## src/rtl/svk_pkg.sv

```systemverilog
// shared types, constants and helper functions for the sph viscosity kernel core
package svk_pkg;

    localparam int FRAC      = 16;
    localparam int CFG_W     = 31;
    localparam int EPS_W     = 16;
    localparam int IDX_W     = 3;
    localparam int HNUM_W    = CFG_W + FRAC;
    localparam int DEN_W     = 62;
    localparam int LIM_W     = 61;
    localparam int PROD_W    = 96;
    localparam int SQ_CELLS  = 32;
    localparam int DIV_CELLS = HNUM_W;
    localparam int MUL_LAT   = 3;

    // pipeline stage numbers, counted in enabled edges after acceptance
    localparam int ST_R      = 2 + SQ_CELLS;
    localparam int ST_D1     = ST_R + 1;
    localparam int ST_D1_OUT = ST_D1 + DIV_CELLS;
    localparam int ST_R3     = ST_R + MUL_LAT + 1;
    localparam int ST_D2     = ST_R3 + 1;
    localparam int ST_D2_OUT = ST_D2 + DIV_CELLS;
    localparam int ST_T1     = ST_R3 + MUL_LAT + 1;
    localparam int ST_SUM    = ST_D2_OUT + 1;
    localparam int ST_G      = ST_SUM + MUL_LAT + 1;
    localparam int ST_LAST   = ST_G + MUL_LAT + 1;

    localparam logic [LIM_W-1:0]  LIM      = {1'b1, {(LIM_W-1){1'b0}}};
    localparam logic [PROD_W-1:0] LIM_WIDE = PROD_W'(LIM);
    localparam logic [PROD_W-1:0] POS_MAX  = PROD_W'(32'h7fff_ffff);
    localparam logic [PROD_W-1:0] NEG_MAG  = PROD_W'(32'h8000_0000);
    localparam logic [63:0]       ONE      = 64'd1 << FRAC;

    typedef enum logic [IDX_W-1:0] {
        REG_SUPPORT_RADIUS  = 3'd0,
        REG_KERNEL_COEFF    = 3'd1,
        REG_INV_RADIUS_SQ   = 3'd2,
        REG_INV_RADIUS_CUBE = 3'd3,
        REG_GUARD_EPSILON   = 3'd4
    } cfg_reg_t;

    typedef struct packed {
        logic [63:0] r2;
        logic [63:0] rest;
        logic [33:0] rem;
        logic [31:0] root;
    } sqrt_t;

    typedef struct packed {
        logic [DEN_W-1:0]  den;
        logic [HNUM_W-1:0] rem;
        logic [HNUM_W-1:0] q;
        logic [HNUM_W-1:0] nsh;
    } div_t;

    typedef struct packed {
        logic [31:0] kernel_value;
        logic [31:0] grad_x;
        logic [31:0] grad_y;
        logic [31:0] laplacian;
        logic        outside_support;
    } res_t;

    function automatic logic [LIM_W-1:0] clamp_lim(input logic [PROD_W-1:0] v);
        clamp_lim = (v > LIM_WIDE) ? LIM : v[LIM_W-1:0];
    endfunction

    function automatic logic [31:0] sat_q(input logic [PROD_W-1:0] mag, input logic neg);
        if (neg)
        begin
            sat_q = (mag >= NEG_MAG) ? 32'h8000_0000 : (32'd0 - mag[31:0]);
        end
        else
        begin
            sat_q = (mag > POS_MAX) ? 32'h7fff_ffff : mag[31:0];
        end
    endfunction

    function automatic logic [LIM_W-1:0] quot_fix(input div_t d);
        quot_fix = (d.den == '0) ? LIM : LIM_W'(d.q);
    endfunction

endpackage

```

## src/rtl/svk_sqrt_cell.sv

```systemverilog
// one cell of the square root chain: settles one root bit per cycle while en is high
module svk_sqrt_cell (
    input  logic          clk,
    input  logic          en,
    input  svk_pkg::sqrt_t d_in,
    output svk_pkg::sqrt_t d_out
);
    import svk_pkg::*;

    logic [35:0] rem_sh;
    logic [35:0] trial;
    logic        ge;
    sqrt_t       sq_next;
    sqrt_t       sq_reg;

    always_comb
    begin
        rem_sh          = {d_in.rem, d_in.rest[63:62]};
        trial           = {2'b00, d_in.root, 2'b01};
        ge              = (rem_sh >= trial);
        sq_next.r2      = d_in.r2;
        sq_next.rest    = {d_in.rest[61:0], 2'b00};
        sq_next.rem     = ge ? 34'(rem_sh - trial) : rem_sh[33:0];
        sq_next.root    = {d_in.root[30:0], ge};
    end

    always_ff @(posedge clk)
    begin
        if (en)
        begin
            sq_reg <= sq_next;
        end
    end

    assign d_out = sq_reg;

endmodule

```

## config.mk

```make
export PLATFORM = sky130hd
export DESIGN_NAME = svk_sqrt_cell
export DESIGN_NICKNAME = d
export VERILOG_FILES = /design/src/rtl/svk_pkg.sv /design/src/rtl/svk_sqrt_cell.sv
export SDC_FILE = /design/constraint.sdc
export NUM_CORES = 1
export LEC_CHECK = 0
export BUFFER_PORTS_ARGS = -buffer_cell sky130_fd_sc_hd__buf_2
export CAP_MARGIN = 30
export CORE_AREA = 2 2 152 154
export DETAILED_ROUTE_END_ITERATION = 8
export DIE_AREA = 0 0 154 156
export PLACE_DENSITY = 0.66
export SETUP_SLACK_MARGIN = 0.2
export SLEW_MARGIN = 20
export SYNTH_ARGS = -nofsm -noshare
export SYNTH_HDL_FRONTEND = slang
export SYNTH_SLANG_ARGS = --single-unit
```

## constraint.sdc

```tcl
create_clock -name clk -period 7.25 [get_ports clk]
set_clock_uncertainty 0.05 [all_clocks]
set_input_delay 0.725 -clock clk [delete_from_list [all_inputs] [get_ports clk]]
set_output_delay 0.725 -clock clk [all_outputs]
set_load 0.02 [all_outputs]
```

==> flow_metrics.py, run 1 <==
metrics = {
    "detailed_routing": {
        "wl_per_cell_microns": 19.4,
        "ant_nets": 0,
        "drc": 0,
        "avgViaCountPerCell": 4.83,
        "via_count": 6109,
        "drt_pass1_iterations": 8,
        "wl_microns": 24500,
        "drt_first_iter_violations": 393,
    },
    "run": {
        "maxCapViolations": 0,
    },
    "final_layout": {
        "drive_gt1_frac": 0.454,
        "fin_nets": 1195,
        "fill_cells": 1998,
        "layout_commonest_cell": "buf_2",
        "final_cell_mix": "buf_2, edfxtp_1, nand2_1, inv_1, o21ai_0",
        "final_util": 0.496,
        "fin_area_sq_um": 11100,
        "largest_reg_flops": 192,
        "syn_to_final_growth_pct": 34.6,
        "fin_cells": 1265,
    },
    "grt": {
        "grt_pass1_vias": 5879,
        "overflow": 0,
        "grt_pass1_wl_microns": 35100,
        "grt_max_degree": 112,
        "grtUsageTotal": 0.196,
        "antenna_found_initial": 7,
    },
    "cts": {
        "cts_buffers": 17,
        "clock-sinks": 192,
        "cts_resized": 0,
        "hold_buffers": 0,
        "cts_max_level": 4,
        "clk_pin_slew_worst_paths_ns": 0.08,
        "clock-root-buffer": "clkbuf_16",
        "cts_tree": "done",
        "cts_buffer_depth": 2,
        "post-cts-setup-buffers": 0,
    },
    "power_and_ir_drop": {
        "total_leakage_power_nw": 4.89,
        "intPower_mw": 2.01,
        "p_seq_frac": 0.478,
        "ir_worst_vdd_uv": 127,
        "pwr-share-comb": 0.194,
        "pwr-share-clk": 0.329,
        "p_per_area_nw_per_um2": 258,
        "p_sw_frac": 0.300,
        "p_sw_mw": 0.858,
        "power_mw": 2.86,
    },
    "timing": {
        "period_needed_ns": 3.39,
        "finalWorstSetupSlack_ns": 3.86,
        "worst_pin_slew_ns": 0.969,
        "hold_violations": 0,
        "post-route-period-util": 0.468,
        "fmax_mhz": 295,
        "slew_viol_final": 0,
        "slew_headroom": 0.354,
        "hold_ws_ns": 0.414,
        "tns_ns": 0,
        "setup_viol": 0,
        "rsz0062_at_grt": "false",
    },
    "logic_synthesis": {
        "synth_area_per_cell_sq_um": 14.4,
        "synth_edf_count": 192,
        "syn_inst": 571,
        "synth_cell_types": 62,
        "synth-main-ff-cell": "edfxtp_1",
        "ys_ff_latch": 192,
        "yosys_warnings": 0,
        "syn-cell-area_sq_um": 8240,
        "synthArstFlopShare": 0,
        "seq_area_frac_synth": 0.700,
    },
    "setup_path": {
        "critPathRequiredTime_ns": 7.38,
        "max_stage_delay_ns": 0.48,
        "path_max_fanout": 64,
        "cp.arrival_ns": 3.52,
        "worst-path-buf-inv": 4,
        "critPathKind": "primary input to register",
        "cp_top_family": "compound AO/OA/AOI/OAI gates",
        "critPathLaunchType": "primary input",
        "cpMaxStageDelayCell": "buf_4",
        "worstPathCellList": "buf_2 > inv_1 > ha_1 > nor2b_1 > o31a_1 > o21ai_0 > o211ai_1 > a211oi_1 > o21a_2 > buf_4 > clkinv_2 > mux2_4",
        "crit_path_end_kind": "register",
    },
    "floorplan": {
        "die_w_microns": 154,
        "die-area_sq_um": 24000,
        "start_util": 0.368,
        "io_pins": 390,
        "die_y_microns": 156,
        "rows": 55,
        "core_sq_um": 22400,
    },
    "min_path": {
        "min_path_type": "primary input to register",
    },
    "place": {
        "pre_cts_ws_ns": 3.37,
        "place_area_sq_um": 10500,
        "gp_congestion": 0.813,
        "io_buffers": 387,
        "place_hpwl_microns": 19000,
        "place_inst": 1230,
    },
    "status": {
        "outcome": "finished, final reports clean",
    },
}
[power groups by stage]
| stage | registers, mW | clock network, mW | logic (mW) |
|---|---|---|---|
| floorplan | 1.53 | 0 | 0.182 |
| global placement | 1.39 | 0 | 0.551 |
| detailed placement | 1.39 | 0 | 0.557 |
| CTS | 1.37 | 0.964 | 0.559 |
| global route | 1.38 | 1.00 | 0.595 |
| finish | 1.37 | 0.941 | 0.554 |
[cell families (layout without fill, tap and decap cells)]
kind of cell             after synthesis  in the layout  synth area share
AO/OA/AOI/OAI                        133            133             0.113
XOR/XNOR                              27             27            0.0287
adder cells (fa/ha/maj)               34             34            0.0516
buffers and inverters                 59            465            0.0313
flip-flops                           192            192             0.700
multiplexers                           5              5           0.00668
other                                  1              4          0.000455
AND/OR/NAND/NOR                      120            120            0.0681
[layout make-up]
| cell class | count | area [sq um] | share of cell area |
|---|---|---|---|
| sequential | 192 | 5770 | 0.520 |
| multi-input combinational | 321 | 2220 | 0.200 |
| timing repair buffer | 390 | 1980 | 0.179 |
| clock buffer | 18 | 429 | 0.0387 |
| tap | 285 | 357 | 0.0322 |
| clock inverter | 14 | 165 | 0.0149 |
| inverter | 43 | 163 | 0.0147 |
| antenna | 2 | 5.00 | 0.000452 |
[metal layers]
layer	vias up	part of all wire	GRT usage
li1	2923	-	-
met1	2863	0.38	0.228
met3	41	0.087	0.0717
met2	276	0.50	0.335
met5	-	0.0016	0
met4	6	0.028	0.0717
[cells in the mapped netlist (all sizes together) (2+ instances only)]
cell type / instances / area, sq um
nand2: 58 / 218
inv: 42 / 158
o31ai: 5 / 42.5
a21boi: 2 / 15.0
edfxtp: 192 / 5770
nor2: 18 / 67.6
ha: 34 / 425
mux2i: 4 / 40.0
o211ai: 3 / 27.5
nand2b: 5 / 31.3
a211oi: 2 / 27.5
o21a: 3 / 22.5
a21o: 20 / 151
o41ai: 3 / 48.8
o21ai: 46 / 234
nor3: 10 / 50.1
clkbuf: 7 / 38.8
o221ai: 2 / 17.5
a31o: 2 / 17.5
buf: 9 / 56.3
and2: 5 / 33.8
and3: 5 / 35.0
a31oi: 5 / 46.3
xnor2: 14 / 123
nand3: 6 / 30.0
o31a: 2 / 17.5
nand4: 7 / 50.1
a21oi: 28 / 140
xor2: 13 / 114
[path summary, 6_finish.rpt]
kind                  slack (ns)  cells past startpoint      start         end
worst min-delay path        0.41                      1  d_in[187]  d_out[187]
worst max-delay path        3.86                     12    d_in[0]   d_out[59]
No activity file was read; power rests on OpenSTA's default activity.
==> inputs of run 2 (changes only) <==
Clock period 7.25 ns to 3.5 ns, I/O delays scaled along.
==> run 2 against run 1 <==
Net effect: clock power is 110% higher; final cell count is 0.47% higher; global-route usage is 0.48 points higher; die area stayed put; via count is 0.95% higher; clock-buffer cell count stayed put; setup slack worse by 3.0 ns; first-iteration DRC count is 20% lower; sequential power is 110% higher; total power is 110% higher; highest routed layer unchanged.
==> flow_metrics.py, run 2 (synthesis gave the netlist of run 1 again) <==
metrics = {
    "timing": {
        "post-route-period-util": 0.763,
        "rsz0062_at_grt": "false",
        "period_needed_ns": 2.67,
        "tns_ns": 0,
        "setup_viol": 0,
        "worst_pin_slew_ns": 0.868,
        "fmax_mhz": 374,
        "slew_viol_final": 0,
        "slew_headroom": 0.421,
        "hold_violations": 0,
    },
    "cts": {
        "cts_buffer_depth": 2,
        "clk_pin_slew_worst_paths_ns": 0.08,
        "clock-root-buffer": "clkbuf_16",
        "cts_tree": "done",
        "cts_max_level": 4,
        "post-cts-setup-buffers": 0,
        "clock-sinks": 192,
        "hold_buffers": 0,
        "cts_buffers": 17,
        "cts_resized": 0,
    },
    "floorplan": {
        "core_sq_um": 22400,
        "die-area_sq_um": 24000,
        "start_util": 0.368,
        "die_w_microns": 154,
        "die_y_microns": 156,
        "rows": 55,
        "io_pins": 390,
    },
    "power_and_ir_drop": {
        "total_leakage_power_nw": 4.92,
        "p_per_area_nw_per_um2": 538,
        "ir_worst_vdd_uv": 303,
    },
    "place": {
        "place_inst": 1236,
        "gp_congestion": 0.838,
        "io_buffers": 387,
        "place_hpwl_microns": 19500,
        "place_area_sq_um": 10500,
    },
    "grt": {
        "antenna_found_initial": 8,
        "grt_pass1_vias": 6118,
        "grtUsageTotal": 0.201,
        "grt_max_degree": 104,
        "grt_pass1_wl_microns": 35800,
        "overflow": 0,
    },
    "setup_path": {
        "critPathRequiredTime_ns": 3.64,
        "cp.depth": 11,
        "cp.arrival_ns": 2.81,
        "path_max_fanout": 12,
        "max_stage_delay_ns": 0.37,
        "cp_top_family": "compound AO/OA/AOI/OAI gates",
        "critPathKind": "primary input to register",
        "cpMaxStageDelayCell": "ha_1",
        "worst-path-buf-inv": 3,
        "crit_path_end_kind": "register",
        "worstPathCellList": "buf_2 > inv_1 > ha_1 > a21o_1 > a221oi_1 > o31a_1 > o221ai_1 > a211oi_1 > o21a_2 > clkinv_2 > mux2_4",
        "critPathLaunchType": "primary input",
        "crit_end": "d_out[59]",
        "crit_start": "d_in[15]",
    },
    "detailed_routing": {
        "drt_first_iter_violations": 316,
        "wl_microns": 24900,
        "via_count": 6167,
        "wl_per_cell_microns": 19.6,
        "drc": 0,
        "avgViaCountPerCell": 4.85,
        "drt_pass1_iterations": 7,
        "ant_nets": 0,
    },
    "final_layout": {
        "fin_area_sq_um": 11200,
        "drive_gt1_frac": 0.457,
        "layout_commonest_cell": "buf_2",
        "fin_cells": 1271,
        "fin_nets": 1200,
        "final_cell_mix": "buf_2, edfxtp_1, nand2_1, inv_1, o21ai_0",
        "syn_to_final_growth_pct": 35.5,
        "fill_cells": 2005,
        "multiInputGateArea_sq_um": 2220,
        "ff_latch_area_sq_um": 5770,
        "final_util": 0.499,
        "largest_reg_flops": 192,
    },
    "status": {
        "outcome": "finished, final reports clean",
    },
    "min_path": {
        "min_path_type": "primary input to register",
    },
    "run": {
        "maxCapViolations": 0,
    },
}
[run 2: cell types whose count changed in the layout (fill, tap and decap cells not counted), sizes merged]
cell,delta
diode,+1
buf,+5
inv,-1
bufinv,+1
[run 2: worst min-delay path by stage]
stage               startpoint         end  slack, ns  cells past startpoint
floorplan             d_in[98]  d_out[100]       0.40                      0
finish               d_in[100]  d_out[102]       0.03                      1
global placement     d_in[148]  d_out[148]       0.48                      1
CTS                  d_in[117]  d_out[119]       0.01                      1
detailed placement   d_in[187]  d_out[187]       0.48                      1
global route         d_in[100]  d_out[102]      0.005                      1
[run 2: metal layers]
layer  part of all wire  vias to the layer above  GRT usage
li1                   -                     2934          -
met1               0.38                     2912      0.229
met2               0.51                      260      0.348
met3              0.084                       53     0.0675
met4              0.030                        8     0.0814
met5             0.0022                        -          0
[run 2: final cells by class]
type,instances,area share
antenna,3,0.000673
tap,285,0.0319
timing repair buffer,395,0.182
clock buffer,18,0.0384
clock inverter,14,0.0172
multi-input combinational,321,0.199
sequential,192,0.517
inverter,43,0.0146
[run 2: stage by stage]
step / hold WS (ns) / power (mW) / setup slack, ns
floorplan: 0.399 / 3.55 / 0.841
global placement: 0.476 / 4.04 / 0.406
global route: 0.00512 / 6.23 / 0.676
CTS: 0.0131 / 6.06 / 0.830
detailed placement: 0.478 / 4.05 / 0.361
finish: 0.0268 / 6.01 / 0.830
[run 2: power breakdown]
group | total [mW] | internal, mW | switching, mW
Combinational | 1.16 | 0.413 | 0.747
Clock | 2.01 | 1.03 | 0.977
Sequential | 2.84 | 2.78 | 0.0525
Total | 6.01 | 4.23 | 1.78
