==> config.mk <==
export PLATFORM = sky130hd
export DESIGN_NAME = svk_div_cell
export DESIGN_NICKNAME = d
export VERILOG_FILES = /design/src/rtl/svk_pkg.sv /design/src/rtl/svk_div_cell.sv
export SDC_FILE = /design/constraint.sdc
export NUM_CORES = 1
export LEC_CHECK = 0
export BUFFER_PORTS_ARGS = -buffer_cell sky130_fd_sc_hd__buf_2
export CAP_MARGIN = 0
export CORE_ASPECT_RATIO = 1.2
export CORE_MARGIN = 10
export CORE_UTILIZATION = 50
export CTS_BUF_LIST = sky130_fd_sc_hd__clkbuf_8
export CTS_CLUSTER_DIAMETER = 150
export CTS_CLUSTER_SIZE = 10
export DETAILED_ROUTE_END_ITERATION = 10
export GPL_ROUTABILITY_DRIVEN = 0
export MAX_ROUTING_LAYER = met4
export PLACE_DENSITY = 0.83
export SLEW_MARGIN = 15
export SYNTH_ARGS = -nofsm -noshare
export SYNTH_HDL_FRONTEND = slang
export SYNTH_SLANG_ARGS = --single-unit
==> constraint.sdc <==
create_clock -name clk -period 3.7 [get_ports clk]
set_input_delay 0.37 -clock clk [delete_from_list [all_inputs] [get_ports clk]]
set_output_delay 0.37 -clock clk [all_outputs]
set_load 0.02 [all_outputs]
==> src/rtl/svk_pkg.sv <==
// shared types, constants and helper functions for the sph viscosity kernel core
package svk_pkg;

    localparam int FRAC      = 16;
    localparam int CFG_W     = 31;
    localparam int EPS_W     = 16;
    localparam int IDX_W     = 3;
    localparam int HNUM_W    = CFG_W + FRAC;
    localparam int DEN_W     = 62;
    localparam int LIM_W     = 61;
    localparam int PROD_W    = 96;
    localparam int SQ_CELLS  = 32;
    localparam int DIV_CELLS = HNUM_W;
    localparam int MUL_LAT   = 3;

    // pipeline stage numbers, counted in enabled edges after acceptance
    localparam int ST_R      = 2 + SQ_CELLS;
    localparam int ST_D1     = ST_R + 1;
    localparam int ST_D1_OUT = ST_D1 + DIV_CELLS;
    localparam int ST_R3     = ST_R + MUL_LAT + 1;
    localparam int ST_D2     = ST_R3 + 1;
    localparam int ST_D2_OUT = ST_D2 + DIV_CELLS;
    localparam int ST_T1     = ST_R3 + MUL_LAT + 1;
    localparam int ST_SUM    = ST_D2_OUT + 1;
    localparam int ST_G      = ST_SUM + MUL_LAT + 1;
    localparam int ST_LAST   = ST_G + MUL_LAT + 1;

    localparam logic [LIM_W-1:0]  LIM      = {1'b1, {(LIM_W-1){1'b0}}};
    localparam logic [PROD_W-1:0] LIM_WIDE = PROD_W'(LIM);
    localparam logic [PROD_W-1:0] POS_MAX  = PROD_W'(32'h7fff_ffff);
    localparam logic [PROD_W-1:0] NEG_MAG  = PROD_W'(32'h8000_0000);
    localparam logic [63:0]       ONE      = 64'd1 << FRAC;

    typedef enum logic [IDX_W-1:0] {
        REG_SUPPORT_RADIUS  = 3'd0,
        REG_KERNEL_COEFF    = 3'd1,
        REG_INV_RADIUS_SQ   = 3'd2,
        REG_INV_RADIUS_CUBE = 3'd3,
        REG_GUARD_EPSILON   = 3'd4
    } cfg_reg_t;

    typedef struct packed {
        logic [63:0] r2;
        logic [63:0] rest;
        logic [33:0] rem;
        logic [31:0] root;
    } sqrt_t;

    typedef struct packed {
        logic [DEN_W-1:0]  den;
        logic [HNUM_W-1:0] rem;
        logic [HNUM_W-1:0] q;
        logic [HNUM_W-1:0] nsh;
    } div_t;

    typedef struct packed {
        logic [31:0] kernel_value;
        logic [31:0] grad_x;
        logic [31:0] grad_y;
        logic [31:0] laplacian;
        logic        outside_support;
    } res_t;

    function automatic logic [LIM_W-1:0] clamp_lim(input logic [PROD_W-1:0] v);
        clamp_lim = (v > LIM_WIDE) ? LIM : v[LIM_W-1:0];
    endfunction

    function automatic logic [31:0] sat_q(input logic [PROD_W-1:0] mag, input logic neg);
        if (neg)
        begin
            sat_q = (mag >= NEG_MAG) ? 32'h8000_0000 : (32'd0 - mag[31:0]);
        end
        else
        begin
            sat_q = (mag > POS_MAX) ? 32'h7fff_ffff : mag[31:0];
        end
    endfunction

    function automatic logic [LIM_W-1:0] quot_fix(input div_t d);
        quot_fix = (d.den == '0) ? LIM : LIM_W'(d.q);
    endfunction

endpackage

==> src/rtl/svk_div_cell.sv <==
// one cell of the restoring divider chain: settles one quotient bit per cycle while en is high
module svk_div_cell (
    input  logic          clk,
    input  logic          en,
    input  svk_pkg::div_t d_in,
    output svk_pkg::div_t d_out
);
    import svk_pkg::*;

    logic [HNUM_W:0] rem_sh;
    logic [HNUM_W:0] diff;
    logic            ge;
    div_t            dv_next;
    div_t            dv_reg;

    always_comb
    begin
        rem_sh       = {d_in.rem, d_in.nsh[HNUM_W-1]};
        ge           = ({(DEN_W-HNUM_W-1)'(0), rem_sh} >= d_in.den);
        diff         = rem_sh - d_in.den[HNUM_W:0];
        dv_next.den  = d_in.den;
        dv_next.rem  = ge ? diff[HNUM_W-1:0] : rem_sh[HNUM_W-1:0];
        dv_next.q    = {d_in.q[HNUM_W-2:0], ge};
        dv_next.nsh  = {d_in.nsh[HNUM_W-2:0], 1'b0};
    end

    always_ff @(posedge clk)
    begin
        if (en)
        begin
            dv_reg <= dv_next;
        end
    end

    assign d_out = dv_reg;

endmodule

==> results.toml, run 1 <==
[run_status]
outcome = "finished, final reports clean"

[power_and_ir_drop]
p_leak_nw = 5.746
power_density_nw_per_um2 = 421.1
ir_drop_mv = 0.2815

[cts]
cts_tree = "built"
clock-sinks = 202
post_cts_resized = 0
cts_buffer_depth = 3
clock-root-buffer = "clkbuf_8"
htreeDepth = 1
path_clk_slew_ns = 0.07
postCtsSetupBuffers = 0
numCtsBuffers = 24

[synthesis]
synth.area.top_cells = "edfxtp_1, ha_1, nand2_1, a21oi_1, inv_1"
synthesis.nets = 1051
synth-seq-cells = 202
synth_warnings = 0
yosysUniqueCellTypes = 62
ys_seq_area_share_pct = 62.34
yosys_most_used_dff = "edfxtp_1"
synth_async_sr_flop_share_pct = 0
synth_top_area_share_pct = 62.34
synth_edf_count = 202
syn_area_per_cell_um2 = 12.21
yosysTopAreaCell = "edfxtp_1"
synthCells = 797
syn_area_um2 = 9731

[worst_setup_path]
cp-start-kind = "primary input"
cp_max_fo = 19
crit_path_end_kind = "flip-flop"
worstPathRequired_ns = 3.97
critPathKind = "in -> reg"
worst_ep_arrival_time_ns = 3.50

[sta]
tightest_slew_ns = 0.6471
rsz0062_at_grt = "no"
finalCritPeriodShare_pct = 87.42
hold_violations = 0
fin_crit_ns = 3.235
fmaxAchievable_mhz = 309.2
slew_violations = 0
relSlewSlack_pct = 56.86
setup_viol = 0
setup_tns_ns = 0

[place]
dpl_cell_area_um2 = 12040
place_hpwl_mm = 27.46
portBuffers = 405

[die]
fp-row-count = 55
design.core.area_um2 = 18990
initial_core_util_pct = 51.23
die_w_um = 147.4
die_area_um2 = 25470
die-height_um = 172.8
io_pins = 408

[layout]
final_common_cell = "buf_2"
nets = 1497
drive_gt1_share_pct = 36.69
final_cell_mix = "buf_2, edfxtp_1, nand2_1, a21oi_1, inv_1"
final_cell_area_um2 = 12760
largest_reg_flops = 202
area_growth_syn_to_layout_pct = 31.17

[drt]
drtIter0Drc = 537
dr.pass1.iters = 5
vias_per_cell = 5.412
routed-via-count = 8178
wl_per_cell_um = 23.19
finalWirelength_mm = 35.05
ant_nets = 0
drc = 0

[global_route]
grtUsageTotal_pct = 26.89
first_global_vias = 8263
grt_pass1_wl_mm = 51.10
overflow = 0
grt_start_max_net_pins = 82
antenna_found_initial = 9

[worst_hold_path]
hp-class = "in -> reg"

[run]
drv_cap = 0
==> cell families (layout without fill, tap and decap cells) <==
| group | after synthesis | count (layout) | share of synthesized area (%) |
|---|---|---|---|
| AOI/OAI and AO/OA | 206 | 206 | 13.23 |
| DFF | 202 | 202 | 62.34 |
| and+or+nand+nor | 201 | 201 | 9.811 |
| buffers and inverters | 92 | 538 | 3.896 |
| adders and majority gates | 49 | 49 | 6.378 |
| xor gates and xnor gates | 38 | 38 | 3.420 |
| muxes | 8 | 8 | 0.8872 |
| other | 1 | 13 | 0.03854 |
==> what timing repair did <==
action	4_1_cts	5_1_grt
hold buffers	32	2
endpoints found under the hold margin	32	2
setup endpoints to repair	0	0
==> cell usage after synthesis, types with 5 or more instances <==
| master | n |
|---|---|
| nor3_1 | 8 |
| nor2_1 | 32 |
| nand4_1 | 18 |
| ha_1 | 48 |
| and3_1 | 8 |
| nor4_1 | 5 |
| o21ai_0 | 27 |
| nand3_1 | 13 |
| and2_1 | 5 |
| buf_2 | 6 |
| xor2_1 | 16 |
| clkbuf_1 | 16 |
| buf_4 | 5 |
| edfxtp_1 | 202 |
| a21oi_1 | 64 |
| inv_1 | 63 |
| o21ai_1 | 36 |
| o21bai_1 | 12 |
| nor2b_1 | 7 |
| a21o_1 | 20 |
| xnor2_1 | 22 |
| nand2_1 | 88 |
| o31ai_1 | 5 |
==> worst max-delay path, cell delays in order <==
cell	delay, ns
dlygate4sd3_1	0.53
buf_2	0.11
inv_1	0.06
ha_1	0.36
and2_1	0.23
and4_4	0.26
nand2b_4	0.06
a311o_2	0.43
a211oi_2	0.37
o31ai_4	0.15
buf_4	0.24
mux2_1	0.32
==> worst paths after layout <==
path                       from        end  slack (ns)  depth (start not counted)
worst max-delay path  d_in[153]  d_out[95]        0.47                         12
worst min-delay path   d_in[23]  d_out[24]        0.03                          1
==> where the power goes <==
group	internal [mW]	switching, mW	total [mW]
Sequential	2.72	0.0474	2.77
Combinational	0.453	0.801	1.25
Clock	0.603	0.751	1.35
Total	3.77	1.60	5.37
==> metrics by stage <==
step | hold WS, ns | utilization [%] | std cells | total power, mW | setup WS [ns]
2_1_floorplan | 0.4689 | - | 797 | 3.510 | 0.6530
3_3_place_gp | 0.5468 | 63.39 | 1439 | 3.987 | 0.2860
3_5_place_dp | 0.5481 | 63.39 | 1439 | 4.019 | 0.2365
4_1_cts | 0.0001261 | 66.94 | 1497 | 5.402 | 0.4827
5_1_grt | 0.0002406 | 67.15 | 1507 | 5.612 | 0.2970
6_report | 0.02792 | 67.20 | 1511 | 5.374 | 0.4654
==> metal layers <==
| layer | vias up | part of all wire [%] | track usage, % |
|---|---|---|---|
| met2 | 442 | 48 | 44.23 |
| li1 | 3836 | - | - |
| met1 | 3821 | 37 | 29.61 |
| met4 | 0 | 3.6 | 8.023 |
| met5 | - | 0 | - |
| met3 | 79 | 11 | 10.39 |
==> cell type report <==
cell class / instances / area (µm²)
diodes: 12 / 30.03
clock buffers: 25 / 344.1
clock inverters: 1 / 8.758
fillers: 1470 / 6230
inverters: 64 / 240.2
multi-input cells: 503 / 3286
flip-flops and latches: 202 / 6066
well taps: 256 / 320.3
repair buffers: 448 / 2469
No activity file was read; power rests on OpenSTA's default activity.
==> run 2: changes to the inputs <==
--- a/config.mk
+++ b/config.mk
@@ -8,5 +8,5 @@
 export BUFFER_PORTS_ARGS = -buffer_cell sky130_fd_sc_hd__buf_2
 export CAP_MARGIN = 0
-export CORE_ASPECT_RATIO = 1.2
+export CORE_ASPECT_RATIO = 2
 export CORE_MARGIN = 10
 export CORE_UTILIZATION = 50
==> constraint.sdc (replaced) <==
create_clock -name clk -period 3.7 [get_ports clk]
set_input_delay 0.37 -clock clk [delete_from_list [all_inputs] [get_ports clk]]
set_output_delay 0.37 -clock clk [all_outputs]
set_load 0.005 [all_outputs]
==> run 2 against run 1 <==
Effect of this change: power decreased by 1.5%; flip-flop and latch count is the same; first-iteration DRC count increased by 34%; hold slack barely moved; core utilization is 4.8 points higher; count of clock-buffer cells in the layout fell by 1; global-route usage up 1.7 points; die area increased by 1.2%; via count rose by 6.7%; setup slack got worse by 0.18 ns; combinational power fell by 7%; wire length up 7.2%.
==> results.toml, run 2 (synthesized netlist as in run 1, its figures left out) <==
[drt]
wl_per_cell_um = 23.16
drtIter0Drc = 722
dr.pass1.iters = 6
vias_per_cell = 5.381
routed-via-count = 8728
ant_nets = 0
drc = 0
finalWirelength_mm = 37.56

[die]
io_pins = 408
die_w_um = 118.6
design.core.area_um2 = 19280
initial_core_util_pct = 50.47
fp-row-count = 72
die_area_um2 = 25780
die-height_um = 217.3

[global_route]
antenna_found_initial = 8
overflow = 0
grt_start_max_net_pins = 88
first_global_vias = 9334
grtUsageTotal_pct = 28.56
grt_pass1_wl_mm = 55.57

[worst_setup_path]
worstPathRequired_ns = 4.02
cp_max_fo = 3
worst_ep_arrival_time_ns = 3.73
cp-start-kind = "primary input"
crit_path_end_kind = "flip-flop"
critPathKind = "in -> reg"

[sta]
relSlewSlack_pct = 52.41
setup_viol = 0
tightest_slew_ns = 0.7139
slew_violations = 0
setup_tns_ns = 0
hold_ws_ns = 0.02837
fin_crit_ns = 3.414
fmaxAchievable_mhz = 292.9
hold_violations = 0
rsz0062_at_grt = "no"
finalCritPeriodShare_pct = 92.26

[cts]
numCtsBuffers = 24
cts_tree = "built"
path_clk_slew_ns = 0.07
clock-root-buffer = "clkbuf_8"
cts_buffer_depth = 3
postCtsSetupBuffers = 0
htreeDepth = 1
clock-sinks = 202

[power_and_ir_drop]
finalPower_mw = 5.296
power.internal_mw = 3.835
power_density_nw_per_um2 = 381.3
combPwrFrac_pct = 21.8
sw_frac_of_total_pct = 27.60
ir_drop_mv = 0.3401
p_leak_nw = 6.221
pwr-share-clk_pct = 25.8
seq_power_share_pct = 52.4
switching_power_mw = 1.462

[layout]
final_cell_mix = "buf_2, edfxtp_1, dlygate4sd3_1, nand2_1, a21oi_1"
postLayoutCoreUtil_pct = 72.04
area_growth_syn_to_layout_pct = 42.73
final_common_cell = "buf_2"
largest_reg_flops = 202
drive_gt1_share_pct = 33.78
fin_cells = 1622
nets = 1610

[place]
place_hpwl_mm = 27.30
portBuffers = 405
placed_cells = 1444

[worst_hold_path]
hp-start = "d_in[154]"
hold_path_end = "d_out[154]"
hold_path_depth = 1
hp-class = "in -> reg"

[run_status]
outcome = "finished, final reports clean"

[run]
drv_cap = 0
## run 2: power by group through the flow
stage	Combinational, mW	Clock (mW)	Sequential [mW]
2_1_floorplan	0.455	0	2.84
3_3_place_gp	0.978	0	2.80
3_5_place_dp	1.00	0	2.81
4_1_cts	1.14	1.38	2.76
5_1_grt	1.25	1.48	2.79
6_report	1.16	1.37	2.78
## run 2: area by class of cell
cell class	count	area, µm²
multi-input cells	503	3286
inverters	64	240.2
clock buffers	24	330.3
repair buffers	561	3607
well taps	259	324.1
flip-flops and latches	202	6066
clock inverters	2	17.52
fillers	1373	5390
diodes	7	17.52
## run 2: timing repair
action / CTS / global route
resized for setup: 0 / 0
hold buffers: 145 / 0
hold endpoints to repair: 145 / 0
## run 2: metal layers
metal  track usage (%)  up-vias  share of wire, %
li1                  -     4056                 -
met1             26.81     4101                33
met2             52.37      444                55
met3             6.793      127               7.1
met4             14.93        0               5.0
met5                 -        -                 0
## run 2: how the worst max path moves through the flow
stage	start	endpoint	slack, ns	cells after the start
3_5_place_dp	d_in[46]	d_out[130]	0.27	14
4_1_cts	d_in[141]	d_out[130]	0.37	14
6_report	d_in[141]	d_out[134]	0.29	14
5_1_grt	d_in[141]	d_out[134]	0.18	14
3_3_place_gp	d_in[46]	d_out[134]	0.29	14
2_1_floorplan	d_in[46]	d_out[106]	0.65	12
## run 2: per-stage QoR
step                      worst slack (ns)  cell area [µm²]
after global routing                0.1816            13890
after global placement              0.2879            12070
after CTS                           0.3681            13870
after floorplan                     0.6530             9731
after detailed placement            0.2736            12070
final                               0.2864            13890
## run 2: critical path, stage by stage
cell and delay (ns):
dlygate4sd3_1 0.53, buf_2 0.14, ha_1 0.17, inv_1 0.06
fa_1 0.40, a21o_1 0.20, a221oi_2 0.29, buf_4 0.19
a2bb2oi_1 0.35, o21ai_0 0.21, o221ai_1 0.34, o21ai_0 0.23
xnor2_1 0.18, o21ai_1 0.07
==> run 3: changes to the inputs <==
- CORE_UTILIZATION: 50 -> 49
- CTS_BUF_LIST: sky130_fd_sc_hd__clkbuf_8 -> not set
- PLACE_DENSITY: 0.83 -> 0.82
==> run 3 against run 2 <==
Effect of this change: fmax up 13%; cell area down 8.6%; count of clock-buffer cells in the layout unchanged; critical path type unchanged; critical endpoint unchanged; largest cell class unchanged; largest power group unchanged; highest routed layer unchanged.
==> results.toml, run 3 (synthesized netlist as in run 1, its figures left out) <==
[worst_setup_path]
critPathKind = "in -> reg"
worst_ep_arrival_time_ns = 3.29
cp-start-kind = "primary input"
worstPathRequired_ns = 3.97
crit_path_end_kind = "flip-flop"
cp_max_fo = 3

[drt]
drtIter0Drc = 500
wl_per_cell_um = 22.44
ant_nets = 0
routed-via-count = 7933
dr.pass1.iters = 4
finalWirelength_mm = 33.03
drc = 0
vias_per_cell = 5.389

[sta]
fin_crit_ns = 3.017
rsz0062_at_grt = "no"
setup_tns_ns = 0
tightest_slew_ns = 0.7333
setup_viol = 0
hold_violations = 0
finalCritPeriodShare_pct = 81.53
slew_violations = 0
fmaxAchievable_mhz = 331.5
hold_ws_ns = 0.02286
relSlewSlack_pct = 51.11

[cts]
cts_tree = "built"
cts_buffer_depth = 3
numCtsBuffers = 24
clock-sinks = 202
postCtsSetupBuffers = 0
htreeDepth = 1
cts_hold_buffers = 0
clock-root-buffer = "clkbuf_16"
post_cts_resized = 0
path_clk_slew_ns = 0.06

[power_and_ir_drop]
ir_drop_mv = 0.4504
power_density_nw_per_um2 = 451.9
finalPower_mw = 5.734
p_leak_nw = 5.729

[die]
die_w_um = 119.6
initial_core_util_pct = 50.01
io_pins = 408
die_area_um2 = 26240
fp-row-count = 72
design.core.area_um2 = 19460
die-height_um = 219.3

[place]
place_hpwl_mm = 27.17
placed_cells = 1441
dpl_cell_area_um2 = 12050
portBuffers = 405

[global_route]
grtUsageTotal_pct = 24.73
first_global_vias = 8218
antenna_found_initial = 5
overflow = 0
grt_start_max_net_pins = 128
grt_pass1_wl_mm = 48.09

[layout]
final_cell_mix = "buf_2, edfxtp_1, nand2_1, a21oi_1, inv_1"
drive_gt1_share_pct = 37.67
final_cell_area_um2 = 12690
largest_reg_flops = 202
final_common_cell = "buf_2"
fillCellCount = 1590
nets = 1462
area_growth_syn_to_layout_pct = 30.38
fin_cells = 1472

[run_status]
outcome = "finished, final reports clean"

[worst_hold_path]
hp-class = "in -> reg"

[run]
drv_cap = 0
## run 3: path summary, 6_finish.rpt
kind	from	to	cells past startpoint	slack, ns
worst max-delay path	d_in[46]	d_out[134]	14	0.68
worst min-delay path	d_in[33]	d_out[34]	1	0.02
## run 3: per-layer routing
layer | wire length, µm | GRT usage (%)
met5 | 0 | -
met4 | 1136 | 10.95
met3 | 2256 | 5.297
met2 | 18750 | 46.96
met1 | 10890 | 22.92
## run 3: critical path, stage by stage
cell and delay (ns):
buf_2 0.11, inv_1 0.05, ha_1 0.15, inv_1 0.05
fa_1 0.40, a21o_1 0.20, a221oi_2 0.35, buf_4 0.20
a2bb2oi_1 0.29, o21ai_0 0.21, o221ai_1 0.38, o21ai_0 0.26
xnor2_1 0.19, o21ai_1 0.07
## run 3: power breakdown
part / switching (mW) / leakage, nW / internal (mW) / total, mW
clock: 0.823 / 0.307 / 1.15 / 1.97
combinational: 0.575 / 3.45 / 0.424 / 0.999
sequential: 0.0427 / 1.98 / 2.72 / 2.77
## run 3: per-stage QoR
stage               util [%]  worst slack (ns)
floorplan                  -            0.6530
global placement       61.92            0.2944
detailed placement     61.92            0.1959
CTS                    65.14            0.7421
global route           65.20            0.5343
finish                 65.20            0.6832
## run 3: layout make-up
cell class	count	area, µm²	share of cell area [%]
Sequential cell	202	6066	47.81
Multi-Input combinational cell	503	3286	25.90
Timing Repair Buffer	413	2133	16.81
Clock buffer	24	600.6	4.734
Tap cell	259	324.1	2.554
Inverter	64	240.2	1.893
Clock inverter	2	25.02	0.1972
Antenna cell	5	12.51	0.09862
